**src/hw/rtl/ccpp_pkg.sv**
```systemverilog
// ----------------------------------------------------------------------------
// Constant pool parser package
// Shared tags, result kinds, error codes, the result record and tag decoding.
// ----------------------------------------------------------------------------
package ccpp_pkg;

	localparam logic [7:0] TAG_UTF8          = 8'd1;
	localparam logic [7:0] TAG_INTEGER       = 8'd3;
	localparam logic [7:0] TAG_FLOAT         = 8'd4;
	localparam logic [7:0] TAG_LONG          = 8'd5;
	localparam logic [7:0] TAG_DOUBLE        = 8'd6;
	localparam logic [7:0] TAG_CLASS         = 8'd7;
	localparam logic [7:0] TAG_STRING        = 8'd8;
	localparam logic [7:0] TAG_FIELDREF      = 8'd9;
	localparam logic [7:0] TAG_METHODREF     = 8'd10;
	localparam logic [7:0] TAG_IFACEREF      = 8'd11;
	localparam logic [7:0] TAG_NAMEANDTYPE   = 8'd12;
	localparam logic [7:0] TAG_METHODHANDLE  = 8'd15;
	localparam logic [7:0] TAG_METHODTYPE    = 8'd16;
	localparam logic [7:0] TAG_INVOKEDYNAMIC = 8'd18;

	localparam logic [1:0] KIND_ENTRY = 2'd0;
	localparam logic [1:0] KIND_UTF8  = 2'd1;
	localparam logic [1:0] KIND_EMPTY = 2'd2;
	localparam logic [1:0] KIND_ERROR = 2'd3;

	localparam logic [1:0] ERR_NONE      = 2'd0;
	localparam logic [1:0] ERR_BAD_TAG   = 2'd1;
	localparam logic [1:0] ERR_POOL_SIZE = 2'd2;

	localparam int TDATA_W = 136;

	typedef struct packed {
		logic [1:0]  kind;
		logic [15:0] slot;
		logic [7:0]  entry_tag;
		logic [15:0] first_index;
		logic [15:0] second_index;
		logic [63:0] raw_value;
		logic [7:0]  content_byte;
		logic [1:0]  error_code;
		logic        pool_last;
	} res_t;

	// Number of field bytes after the tag; zero marks an unknown tag.
	function automatic logic [3:0] field_len(input logic [7:0] tag);
		logic [3:0] len;
		begin
			case (tag) inside
				TAG_UTF8, TAG_CLASS, TAG_STRING, TAG_METHODTYPE: len = 4'd2;
				TAG_INTEGER, TAG_FLOAT, TAG_FIELDREF, TAG_METHODREF,
				TAG_IFACEREF, TAG_NAMEANDTYPE, TAG_INVOKEDYNAMIC: len = 4'd4;
				TAG_METHODHANDLE: len = 4'd3;
				TAG_LONG, TAG_DOUBLE: len = 4'd8;
				default: len = 4'd0;
			endcase
			return len;
		end
	endfunction

	function automatic logic two_slot(input logic [7:0] tag);
		return (tag == TAG_LONG) || (tag == TAG_DOUBLE);
	endfunction

endpackage

```
**src/hw/rtl/ccpp_in_stage.sv**
```systemverilog
// ----------------------------------------------------------------------------
// Input register
// Holds one accepted request until the parsing step takes it.
// ----------------------------------------------------------------------------
module ccpp_in_stage (
	input  logic       clk,
	input  logic       arst_n,
	input  logic       s_tvalid,
	output logic       s_tready,
	input  logic [7:0] s_tdata,   // data_byte[7:0]
	input  logic       s_tuser,   // start_req
	input  logic       take,
	output logic       valid_s1,
	output logic [7:0] byte_s1,
	output logic       start_s1
);

	assign s_tready = !valid_s1 || take;

	always_ff @(posedge clk or negedge arst_n) begin
		if (!arst_n) begin
			valid_s1 <= 1'b0;
		end else if (s_tready) begin
			valid_s1 <= s_tvalid;
		end
	end

	always_ff @(posedge clk) begin
		if (s_tready && s_tvalid) begin
			byte_s1  <= s_tdata;
			start_s1 <= s_tuser;
		end
	end

endmodule

```
**src/hw/rtl/ccpp_step.sv**
```systemverilog
// ----------------------------------------------------------------------------
// Parsing step
// Consumes one pool byte per step, updates the parser state and forms the
// result record that the byte causes, if any.
// ----------------------------------------------------------------------------
module ccpp_step (
	input  logic            clk,
	input  logic            arst_n,
	input  logic            take,
	input  logic [7:0]      byte_s1,
	input  logic            start_s1,
	output logic            res_valid,
	output ccpp_pkg::res_t  res
);

	typedef enum logic [2:0] {
		PH_IDLE,
		PH_COUNT_LO,
		PH_TAG,
		PH_FIELDS,
		PH_UTF8
	} phase_t;

	phase_t      phase_q, phase_d;
	logic [15:0] pool_size_q, pool_size_d;
	logic [15:0] slot_q, slot_d;
	logic [7:0]  tag_q, tag_d;
	logic [3:0]  fbc_q, fbc_d;
	logic [63:0] acc_q, acc_d;
	logic [15:0] utf8_rem_q, utf8_rem_d;

	logic [63:0] acc_next;
	logic [3:0]  fbc_next;
	logic [15:0] rem_next;
	logic [16:0] slot_fin;
	logic        fin_last;
	logic [16:0] slot_plus1;

	always_comb begin
		acc_next   = {acc_q[55:0], byte_s1};
		fbc_next   = fbc_q + 4'd1;
		rem_next   = utf8_rem_q - 16'd1;
		slot_fin   = {1'b0, slot_q} + (ccpp_pkg::two_slot(tag_q) ? 17'd2 : 17'd1);
		fin_last   = slot_fin >= {1'b0, pool_size_q};
		slot_plus1 = {1'b0, slot_q} + 17'd1;
	end

	always_comb begin
		phase_d     = phase_q;
		pool_size_d = pool_size_q;
		slot_d      = slot_q;
		tag_d       = tag_q;
		fbc_d       = fbc_q;
		acc_d       = acc_q;
		utf8_rem_d  = utf8_rem_q;
		res_valid   = 1'b0;
		res         = '0;

		if (start_s1) begin
			phase_d     = PH_COUNT_LO;
			pool_size_d = {byte_s1, 8'd0};
			slot_d      = 16'd1;
			tag_d       = '0;
			fbc_d       = '0;
			acc_d       = '0;
			utf8_rem_d  = '0;
		end else begin
			unique case (phase_q)
				PH_COUNT_LO: begin
					pool_size_d = {pool_size_q[15:8], byte_s1};
					slot_d      = 16'd1;
					if (pool_size_d == 16'd0) begin
						res_valid      = 1'b1;
						res.kind       = ccpp_pkg::KIND_ERROR;
						res.error_code = ccpp_pkg::ERR_POOL_SIZE;
						res.pool_last  = 1'b1;
						phase_d        = PH_IDLE;
					end else if (pool_size_d == 16'd1) begin
						res_valid     = 1'b1;
						res.kind      = ccpp_pkg::KIND_EMPTY;
						res.pool_last = 1'b1;
						phase_d       = PH_IDLE;
					end else begin
						phase_d = PH_TAG;
					end
				end
				PH_TAG: begin
					tag_d = byte_s1;
					if (ccpp_pkg::field_len(byte_s1) == 4'd0) begin
						res_valid      = 1'b1;
						res.kind       = ccpp_pkg::KIND_ERROR;
						res.slot       = slot_q;
						res.entry_tag  = byte_s1;
						res.error_code = ccpp_pkg::ERR_BAD_TAG;
						res.pool_last  = 1'b1;
						phase_d        = PH_IDLE;
					end else if (ccpp_pkg::two_slot(byte_s1) &&
							slot_plus1 >= {1'b0, pool_size_q}) begin
						res_valid      = 1'b1;
						res.kind       = ccpp_pkg::KIND_ERROR;
						res.slot       = slot_q;
						res.entry_tag  = byte_s1;
						res.error_code = ccpp_pkg::ERR_POOL_SIZE;
						res.pool_last  = 1'b1;
						phase_d        = PH_IDLE;
					end else begin
						fbc_d   = '0;
						acc_d   = '0;
						phase_d = PH_FIELDS;
					end
				end
				PH_FIELDS: begin
					acc_d = acc_next;
					fbc_d = fbc_next;
					if (fbc_next >= ccpp_pkg::field_len(tag_q)) begin
						res_valid     = 1'b1;
						res.kind      = ccpp_pkg::KIND_ENTRY;
						res.slot      = slot_q;
						res.entry_tag = tag_q;
						case (tag_q) inside
							ccpp_pkg::TAG_UTF8, ccpp_pkg::TAG_CLASS, ccpp_pkg::TAG_STRING,
							ccpp_pkg::TAG_METHODTYPE:
								res.first_index = acc_next[15:0];
							ccpp_pkg::TAG_INTEGER, ccpp_pkg::TAG_FLOAT:
								res.raw_value = {32'd0, acc_next[31:0]};
							ccpp_pkg::TAG_LONG, ccpp_pkg::TAG_DOUBLE:
								res.raw_value = acc_next;
							default: begin
								res.first_index  = acc_next[31:16];
								res.second_index = acc_next[15:0];
							end
						endcase
						if (tag_q == ccpp_pkg::TAG_UTF8 && acc_next[15:0] != 16'd0) begin
							utf8_rem_d = acc_next[15:0];
							phase_d    = PH_UTF8;
						end else begin
							if (tag_q == ccpp_pkg::TAG_UTF8) begin
								utf8_rem_d = '0;
							end
							slot_d        = slot_fin[15:0];
							res.pool_last = fin_last;
							phase_d       = fin_last ? PH_IDLE : PH_TAG;
						end
					end
				end
				PH_UTF8: begin
					res_valid        = 1'b1;
					res.kind         = ccpp_pkg::KIND_UTF8;
					res.slot         = slot_q;
					res.entry_tag    = tag_q;
					res.content_byte = byte_s1;
					utf8_rem_d       = rem_next;
					if (rem_next == 16'd0) begin
						slot_d        = slot_fin[15:0];
						res.pool_last = fin_last;
						phase_d       = fin_last ? PH_IDLE : PH_TAG;
					end
				end
				default: begin
					phase_d = PH_IDLE;
				end
			endcase
		end
	end

	always_ff @(posedge clk or negedge arst_n) begin
		if (!arst_n) begin
			phase_q     <= PH_IDLE;
			pool_size_q <= '0;
			slot_q      <= 16'd1;
			tag_q       <= '0;
			fbc_q       <= '0;
			acc_q       <= '0;
			utf8_rem_q  <= '0;
		end else if (take) begin
			phase_q     <= phase_d;
			pool_size_q <= pool_size_d;
			slot_q      <= slot_d;
			tag_q       <= tag_d;
			fbc_q       <= fbc_d;
			acc_q       <= acc_d;
			utf8_rem_q  <= utf8_rem_d;
		end
	end

endmodule

```
**src/hw/rtl/ccpp_out_stage.sv**
```systemverilog
// ----------------------------------------------------------------------------
// Result register
// Holds one result request for the output stream and packs its fields.
// ----------------------------------------------------------------------------
module ccpp_out_stage (
	input  logic                           clk,
	input  logic                           arst_n,
	input  logic                           res_valid,
	input  ccpp_pkg::res_t                 res,
	input  logic                           step_valid,
	output logic                           room,
	output logic                           m_tvalid,
	input  logic                           m_tready,
	output logic [ccpp_pkg::TDATA_W-1:0]   m_tdata,
	output logic [1:0]                     m_tuser,
	output logic                           m_tlast
);

	ccpp_pkg::res_t res_q;

	assign room = !m_tvalid || m_tready;

	always_ff @(posedge clk or negedge arst_n) begin
		if (!arst_n) begin
			m_tvalid <= 1'b0;
		end else if (room) begin
			m_tvalid <= step_valid && res_valid;
		end
	end

	always_ff @(posedge clk) begin
		if (room && step_valid && res_valid) begin
			res_q <= res;
		end
	end

	assign m_tdata = {6'd0, res_q.error_code, res_q.content_byte, res_q.raw_value,
		res_q.second_index, res_q.first_index, res_q.entry_tag, res_q.slot};
	assign m_tuser = res_q.kind;
	assign m_tlast = res_q.pool_last;

endmodule

```
**src/hw/rtl/class_constant_pool_parser_unit.sv**
```systemverilog
// Path: input register, parsing step (combinational), result register.
// Throughput: one byte per cycle; a stalled result register stalls the input.
// The rate is set by the single parsing step between input and result registers.
// Reset (arst_n low) returns the parser to idle, waiting for a start request,
// and empties both registers; bytes taken while idle give no result.
// ----------------------------------------------------------------------------
// Class-file constant pool parser
// Parses a big-endian constant pool into entry, Utf8, empty and error records.
// ----------------------------------------------------------------------------
module class_constant_pool_parser_unit (
	input  logic                         clk,
	input  logic                         arst_n,
	input  logic                         s_tvalid,
	output logic                         s_tready,
	input  logic [7:0]                   s_tdata,  // data_byte[7:0]
	input  logic                         s_tuser,  // start_req
	output logic                         m_tvalid,
	input  logic                         m_tready,
	// slot[15:0], entry_tag[23:16], first_index[39:24], second_index[55:40],
	// raw_value[119:56], content_byte[127:120], error_code[129:128], zeros
	output logic [ccpp_pkg::TDATA_W-1:0] m_tdata,
	output logic [1:0]                   m_tuser,  // kind[1:0]
	output logic                         m_tlast   // pool_last
);

	logic           valid_s1;
	logic [7:0]     byte_s1;
	logic           start_s1;
	logic           room;
	logic           take;
	logic           res_valid;
	ccpp_pkg::res_t res;

	assign take = valid_s1 && room;

	ccpp_in_stage u_in (
		.clk      (clk),
		.arst_n   (arst_n),
		.s_tvalid (s_tvalid),
		.s_tready (s_tready),
		.s_tdata  (s_tdata),
		.s_tuser  (s_tuser),
		.take     (take),
		.valid_s1 (valid_s1),
		.byte_s1  (byte_s1),
		.start_s1 (start_s1)
	);

	ccpp_step u_step (
		.clk       (clk),
		.arst_n    (arst_n),
		.take      (take),
		.byte_s1   (byte_s1),
		.start_s1  (start_s1),
		.res_valid (res_valid),
		.res       (res)
	);

	ccpp_out_stage u_out (
		.clk        (clk),
		.arst_n     (arst_n),
		.res_valid  (res_valid),
		.res        (res),
		.step_valid (valid_s1),
		.room       (room),
		.m_tvalid   (m_tvalid),
		.m_tready   (m_tready),
		.m_tdata    (m_tdata),
		.m_tuser    (m_tuser),
		.m_tlast    (m_tlast)
	);

endmodule

```
**config.mk**
```make
export PLATFORM = sky130hd
export DESIGN_NAME = class_constant_pool_parser_unit
export DESIGN_NICKNAME = d
export VERILOG_FILES = /design/src/hw/rtl/ccpp_pkg.sv /design/src/hw/rtl/ccpp_in_stage.sv /design/src/hw/rtl/ccpp_step.sv /design/src/hw/rtl/ccpp_out_stage.sv /design/src/hw/rtl/class_constant_pool_parser_unit.sv
export SDC_FILE = /design/constraint.sdc
export NUM_CORES = 1
export LEC_CHECK = 0
export BUFFER_PORTS_ARGS = -buffer_cell sky130_fd_sc_hd__buf_2
export CORE_MARGIN = 8
export CORE_UTILIZATION = 40
export DETAILED_ROUTE_END_ITERATION = 16
export GPL_TIMING_DRIVEN = 0
export PLACE_DENSITY_LB_ADDON = 0.05
export SKIP_LAST_GASP = 1
export SLEW_MARGIN = 20
export SYNTH_ARGS = -nofsm -noshare
export SYNTH_HDL_FRONTEND = slang
export SYNTH_SLANG_ARGS = --single-unit
```
**constraint.sdc**
```tcl
create_clock -name clk -period 12.7 [get_ports clk]
set_input_delay 3.81 -clock clk [delete_from_list [all_inputs] [get_ports clk]]
set_output_delay 3.81 -clock clk [all_outputs]
set_load 0.02 [all_outputs]
```
After elaboration in Yosys (flattened, before gate mapping)
Cells that the tools add are included.
- add/subtract/negate cells: 4
- order comparisons: 3
- equality and inequality tests: 39
- muxes and demuxes: 76
- bitwise gates (word level): 4
- reductions and logical operators: 40
- operator list (cell ; number):
    $mux 16 ; 15
    $mux 64 ; 3
    $mux 56 ; 3
    $mux 120 ; 1
    $pmux 56 s2 ; 1
    $eq 8x4->1 const B ; 12
    $pmux 24 s3 ; 1
    $eq 8x3->1 const B ; 8
    $mux 4 ; 15
    $mux 26 ; 2
    $pmux 16 s3 ; 1
    $ge 17x16->1 ; 2
    $eq 8x5->1 const B ; 4
    $logic_not 16->1 ; 2
    $pmux 16 s2 ; 1
    $mux 8 ; 3
    $mux 3 ; 7
    $reduce_or 7->1 ; 3
    $add 16x1->17 const B ; 1
    $add 16x17->17 ; 1
    $eq 16x1->1 const B ; 1
    $eq 8x1->1 const B ; 2
    $eq 8x2->1 const B ; 2
    $mux 2 ; 8
    33 further kinds ; 67
- bits in registers: 263
- input port bits: 13
- output and inout port bits: 141
- logic and storage cells: 188

Logic depth before layout (Yosys ltp)
- depth in word-level cells: 13
- depth in mapped cells: 20
- depth with buffers taken out: 19

Cells and area by module
From an unflattened synthesis, not the netlist that was laid out.
- cells, all modules: 1143
- area total of the unflattened synthesis: 12852.3 um^2
- modules (own cells, without submodules) (module ; times used ; cells each ; area an instance (um^2) ; seq. area each (um^2)):
    ccpp_step ; 1 ; 984 ; 8419.3 ; 2979.1
    ccpp_out_stage ; 1 ; 145 ; 4102.7 ; 4018.9
    ccpp_in_stage ; 1 ; 13 ; 324.1 ; 295.3
    class_constant_pool_parser_unit ; 1 ; 1 ; 6.3 ; 0.0

Worst setup path after synthesis
Ideal clock, no wire load.
- path kind: in2reg
- start point: input port m_tready
- end point: register u_out.res_q (netlist bit u_out.m_tdata[0]), enable pin
- arrival time: 13815 ps
- path slack: -1937 ps
- stages on the path: 3
- path through: nand2b_1 > nand2_1 > a211oi_1
- longest elaborated chain between the ends: 3
- ends and longest elaborated chain (item ; line ; RTL):
    start: declaration ; class_constant_pool_parser_unit.sv:18 ; input logic m_tready,
    $logic_or 1x1->1 ; ccpp_out_stage.sv:21 ; assign room = !m_tvalid || m_tready;
    $logic_and 1x1->1 (2 in series) ; ccpp_out_stage.sv:32 ; if (room && step_valid && res_valid) begin
    end signal: assignment ; ccpp_out_stage.sv:33 ; res_q <= res;
    end: declaration ; ccpp_out_stage.sv:19 ; ccpp_pkg::res_t res_q;
Every way passes these cells.
A chain may end at the register's enable or synchronous reset.

Final worst setup path
- start point: input port m_tready
- end point: output port s_tready
- longest elaborated chain between the ends: 3
- ends and longest elaborated chain (item ; line ; RTL):
    $logic_or 1x1->1 ; ccpp_out_stage.sv:21 ;
    $logic_and 1x1->1 ; class_constant_pool_parser_unit.sv:34 ; assign take = valid_s1 && room;
    $logic_or 1x1->1 ; ccpp_in_stage.sv:18 ; assign s_tready = !valid_s1 || take;
    end: declaration ; class_constant_pool_parser_unit.sv:14 ; output logic s_tready,
Every way passes these cells.

==> results.toml <==
[global_routing]
grt_antenna_before_repair = 0
top_usage_layer = "met2"
overflow = 0
grt_usage_pct = 18.2
use_met3_pct = 3.16
grt_max_degree = 71
grt_first_pass_wirelength_um = 55200
use_met2_pct = 29.5
grtUsageMet1_pct = 25.5
grt_pass1_vias = 9299

[worst_hold_path]
hp-start = "u_step.acc_q[48]$_DFFE_PN0P_"
hp-class = "reg2reg"

[timing]
tightest_slew_ns = 0.966
setup_viol = 0
timing.final.crit_share_pct = 64.2
timing.final.hold_violations = 0
layout_min_cycle_time_ns = 8.16
max_slew_margin_pct = 35.1
rsz0062_at_grt = "no"
max_freq_mhz = 123
slew_violations = 0
fin_skew_ns = 0.0127

[worst_setup_path]
critPathSlowestCell = "buf_2"
cpPeakStageDelay_ns = 0.17
cp-startpoint = "m_tready"
crit_arrival_ns = 4.35
cp_cell_sequence = "buf_2, nor2b_1, nand2_1, buf_2"
worstReg2RegStart = "u_step.tag_q[1]$_DFFE_PN0P_"
critPathKind = "in2out"
critPathRequiredTime_ns = 8.89
cp_max_fo = 3
crit_top_cell = "buf_2"
critPathLaunchType = "input port"
critPathCaptureType = "output pin"

[synth]
ys_types = 64
avgSynthCellArea_um2 = 11.4
syn-cell-area_mm2 = 0.0126
synth_area_leaders = "edfxtp_1, dfrtp_1, and2_1, a22o_1, ha_1"
synth-async-reset-ratio_pct = 46.0
yosys_warnings = 0
yosysTopAreaCell = "edfxtp_1"
synth_top_family_by_area = "simple AND/OR/NAND/NOR gates"
synthCells = 1104
synth_ff_type = "edfxtp_1"
ys_ff_latch = 263
synth_top_area_share_pct = 33.9
synthMuxAreaShare_pct = 0.806
synthSimpleGateAreaFrac_pct = 16.0
synth_edf_count = 142
synthAdderAreaFrac_pct = 4.34
ys_seq_area_share_pct = 58.0
synth_compound_area_share_pct = 14.4
synth_xor_area_share_pct = 2.78

[final_layout]
syn_to_final_growth_pct = 19.8
seq_area_mm2 = 0.00729
fin_area_mm2 = 0.0151
final_cell_mix = "buf_2, edfxtp_1, dfrtp_1"
final_nets = 1354
multiInputGateArea_mm2 = 0.00486
drive_above_1_share_pct = 18.8
final_common_cell = "buf_2"
antennaDiodeCount = 0
fillCellCount = 2936
final_core_util_pct = 48.2

[route]
avgViaCountPerCell = 5.32
wl_um = 34400
drt_iter0_drc = 758
wl_per_cell_um = 20.0
drt_first_pass_iters = 5
vias = 9174
ant_nets = 0
drcViolationCount = 0

[clock_network]
h-tree-depth = 1
clk_pin_slew_ns = 0.06
cts_tree = "done"
clkSinkCount = 263
cts_made_buffers = 29
cts_max_path_buffers = 3
ctsHoldBuffers = 0
insertion_delay_ns = 0.55
cts_setup_buffers = 0
cts.root.buffer_cell = "clkbuf_16"
postCtsResizedCells = 0

[power]
irDropWorstVdd_uv = 110
p_sw_share_pct = 25.5
leakagePower_nw = 6.23
comb_power_share_pct = 11.7
p_per_area_mw_per_mm2 = 141
p_seq_share_pct = 45.4
p_clk_share_pct = 42.9
p_sw_w = 0.000540
internal-power_w = 0.00158

[floorplan]
design.portCount = 154
die_w_um = 193
die_area_mm2 = 0.0374
die_h_um = 193
core_area_mm2 = 0.0312
initial_utilization_pct = 40.3
rows = 65

[placed_design]
post-dp-hpwl_um = 24200
dpl_cell_area_mm2 = 0.0140
place_congestion = 0.834
numPortBuffers = 147

[run]
max_cap_violations = 0

[outcome]
status = "completed"
-- registers in the layout (all words and copies together), names as in the netlist, 2 cells and up --
register            cells
u_out.m_tdata         130
u_step.phase_q          3
u_in.byte_s1            8
u_step.fbc_q            4
u_step.acc_q           56
u_step.utf8_rem_q      16
u_step.tag_q            8
u_out.m_tuser           2
u_step.pool_size_q     16
u_step.slot_q          16
-- worst max-delay path: cells and delay by family --
kind / cells / cell delay, ns
simple gates: 2 / 0.25
buf+inv: 2 / 0.28
-- cell families (layout without fill, tap and decap cells) --
group / after synthesis / in the layout
compound gates: 251 / 251
xor+xnor: 40 / 40
fa+ha+maj: 43 / 43
buf+inv: 114 / 326
flops: 263 / 263
mux: 9 / 9
other cells: 1 / 6
simple gates: 383 / 383
-- routing by layer --
metal	share of wire, %	routed length [um]	vias to the layer above
li1	-	-	4389
met1	47	16300	4531
met2	47	16000	219
met3	4.9	1670	35
met4	1.3	454	0
met5	0	0	-
-- path summary, 6_finish.rpt --
kind / to / slack, ns / cells past startpoint
worst max-delay path: s_tready / 4.54 / 4
worst min register to register: u_step.acc_q[48]$_DFFE_PN0P_ / 0.49 / 1
worst max register to register: u_out.m_tdata[30]$_SDFFCE_PP0P_ / 7.33 / 17
max in group asynchronous: u_step.slot_q[13]$_DFFE_PN0P_ / 8.80 / 2
worst min-delay path: u_step.acc_q[48]$_DFFE_PN0P_ / 0.49 / 1
min in group asynchronous: u_step.acc_q[13]$_DFFE_PN0P_ / 3.17 / 1
-- stage by stage --
stage / hold slack (ns) / power (W) / std cells / setup TNS, ns / setup slack (ns)
3_3_place_gp: 0.476 / 0.00122 / 1658 / -40.32 / -0.317
2_1_floorplan: 0.455 / 0.00114 / 1109 / 0 / 2.70
3_5_place_dp: 0.479 / 0.00123 / 1669 / 0 / 4.54
6_report: 0.494 / 0.00212 / 1723 / 0 / 4.54
5_1_grt: 0.507 / 0.00221 / 1723 / 0 / 4.48
4_1_cts: 0.496 / 0.00214 / 1723 / 0 / 4.54
-- cells in the mapped netlist, types with 2 or more instances --
master	n
a2111oi_0	2
a211oi_1	6
a21o_1	7
a21oi_1	48
a22o_1	74
a22oi_1	10
a31oi_1	10
a32o_1	2
a32oi_1	6
and2_1	112
and3_1	3
buf_1	2
buf_2	2
buf_4	6
buf_6	2
clkbuf_1	68
dfrtp_1	120
edfxtp_1	142
ha_1	42
inv_1	34
mux2_2	9
nand2_1	71
nand2b_1	13
nand3_1	41
nand4_1	8
nor2_1	72
nor2b_1	10
nor3_1	13
nor3b_1	5
nor4_1	11
o21a_1	4
o21ai_0	46
o21ai_1	3
o22ai_1	2
o31ai_1	9
o31ai_2	7
o41ai_2	2
or2_2	5
or3_1	7
or3b_2	2
or4_1	5
xnor2_1	19
xor2_1	21
-- power groups by stage --
stage          combinational, W  sequential [W]  clock (W)
2_1_floorplan          0.000147        0.000988          0
3_3_place_gp           0.000238        0.000984          0
3_5_place_dp           0.000249        0.000979          0
4_1_cts                0.000250        0.000962   0.000932
5_1_grt                0.000276        0.000966   0.000964
6_report               0.000248        0.000962   0.000908
-- area by class of cell --
class,count,area share (%)
inverters,34,0.847
multi-input cells,732,32.3
clock inverters,12,1.30
clock buffers,42,5.61
flip-flops and latches,263,48.4
well taps,402,3.34
plain buffers,80,2.26
repair buffers,158,5.98
(Power assumes the default switching activity.)
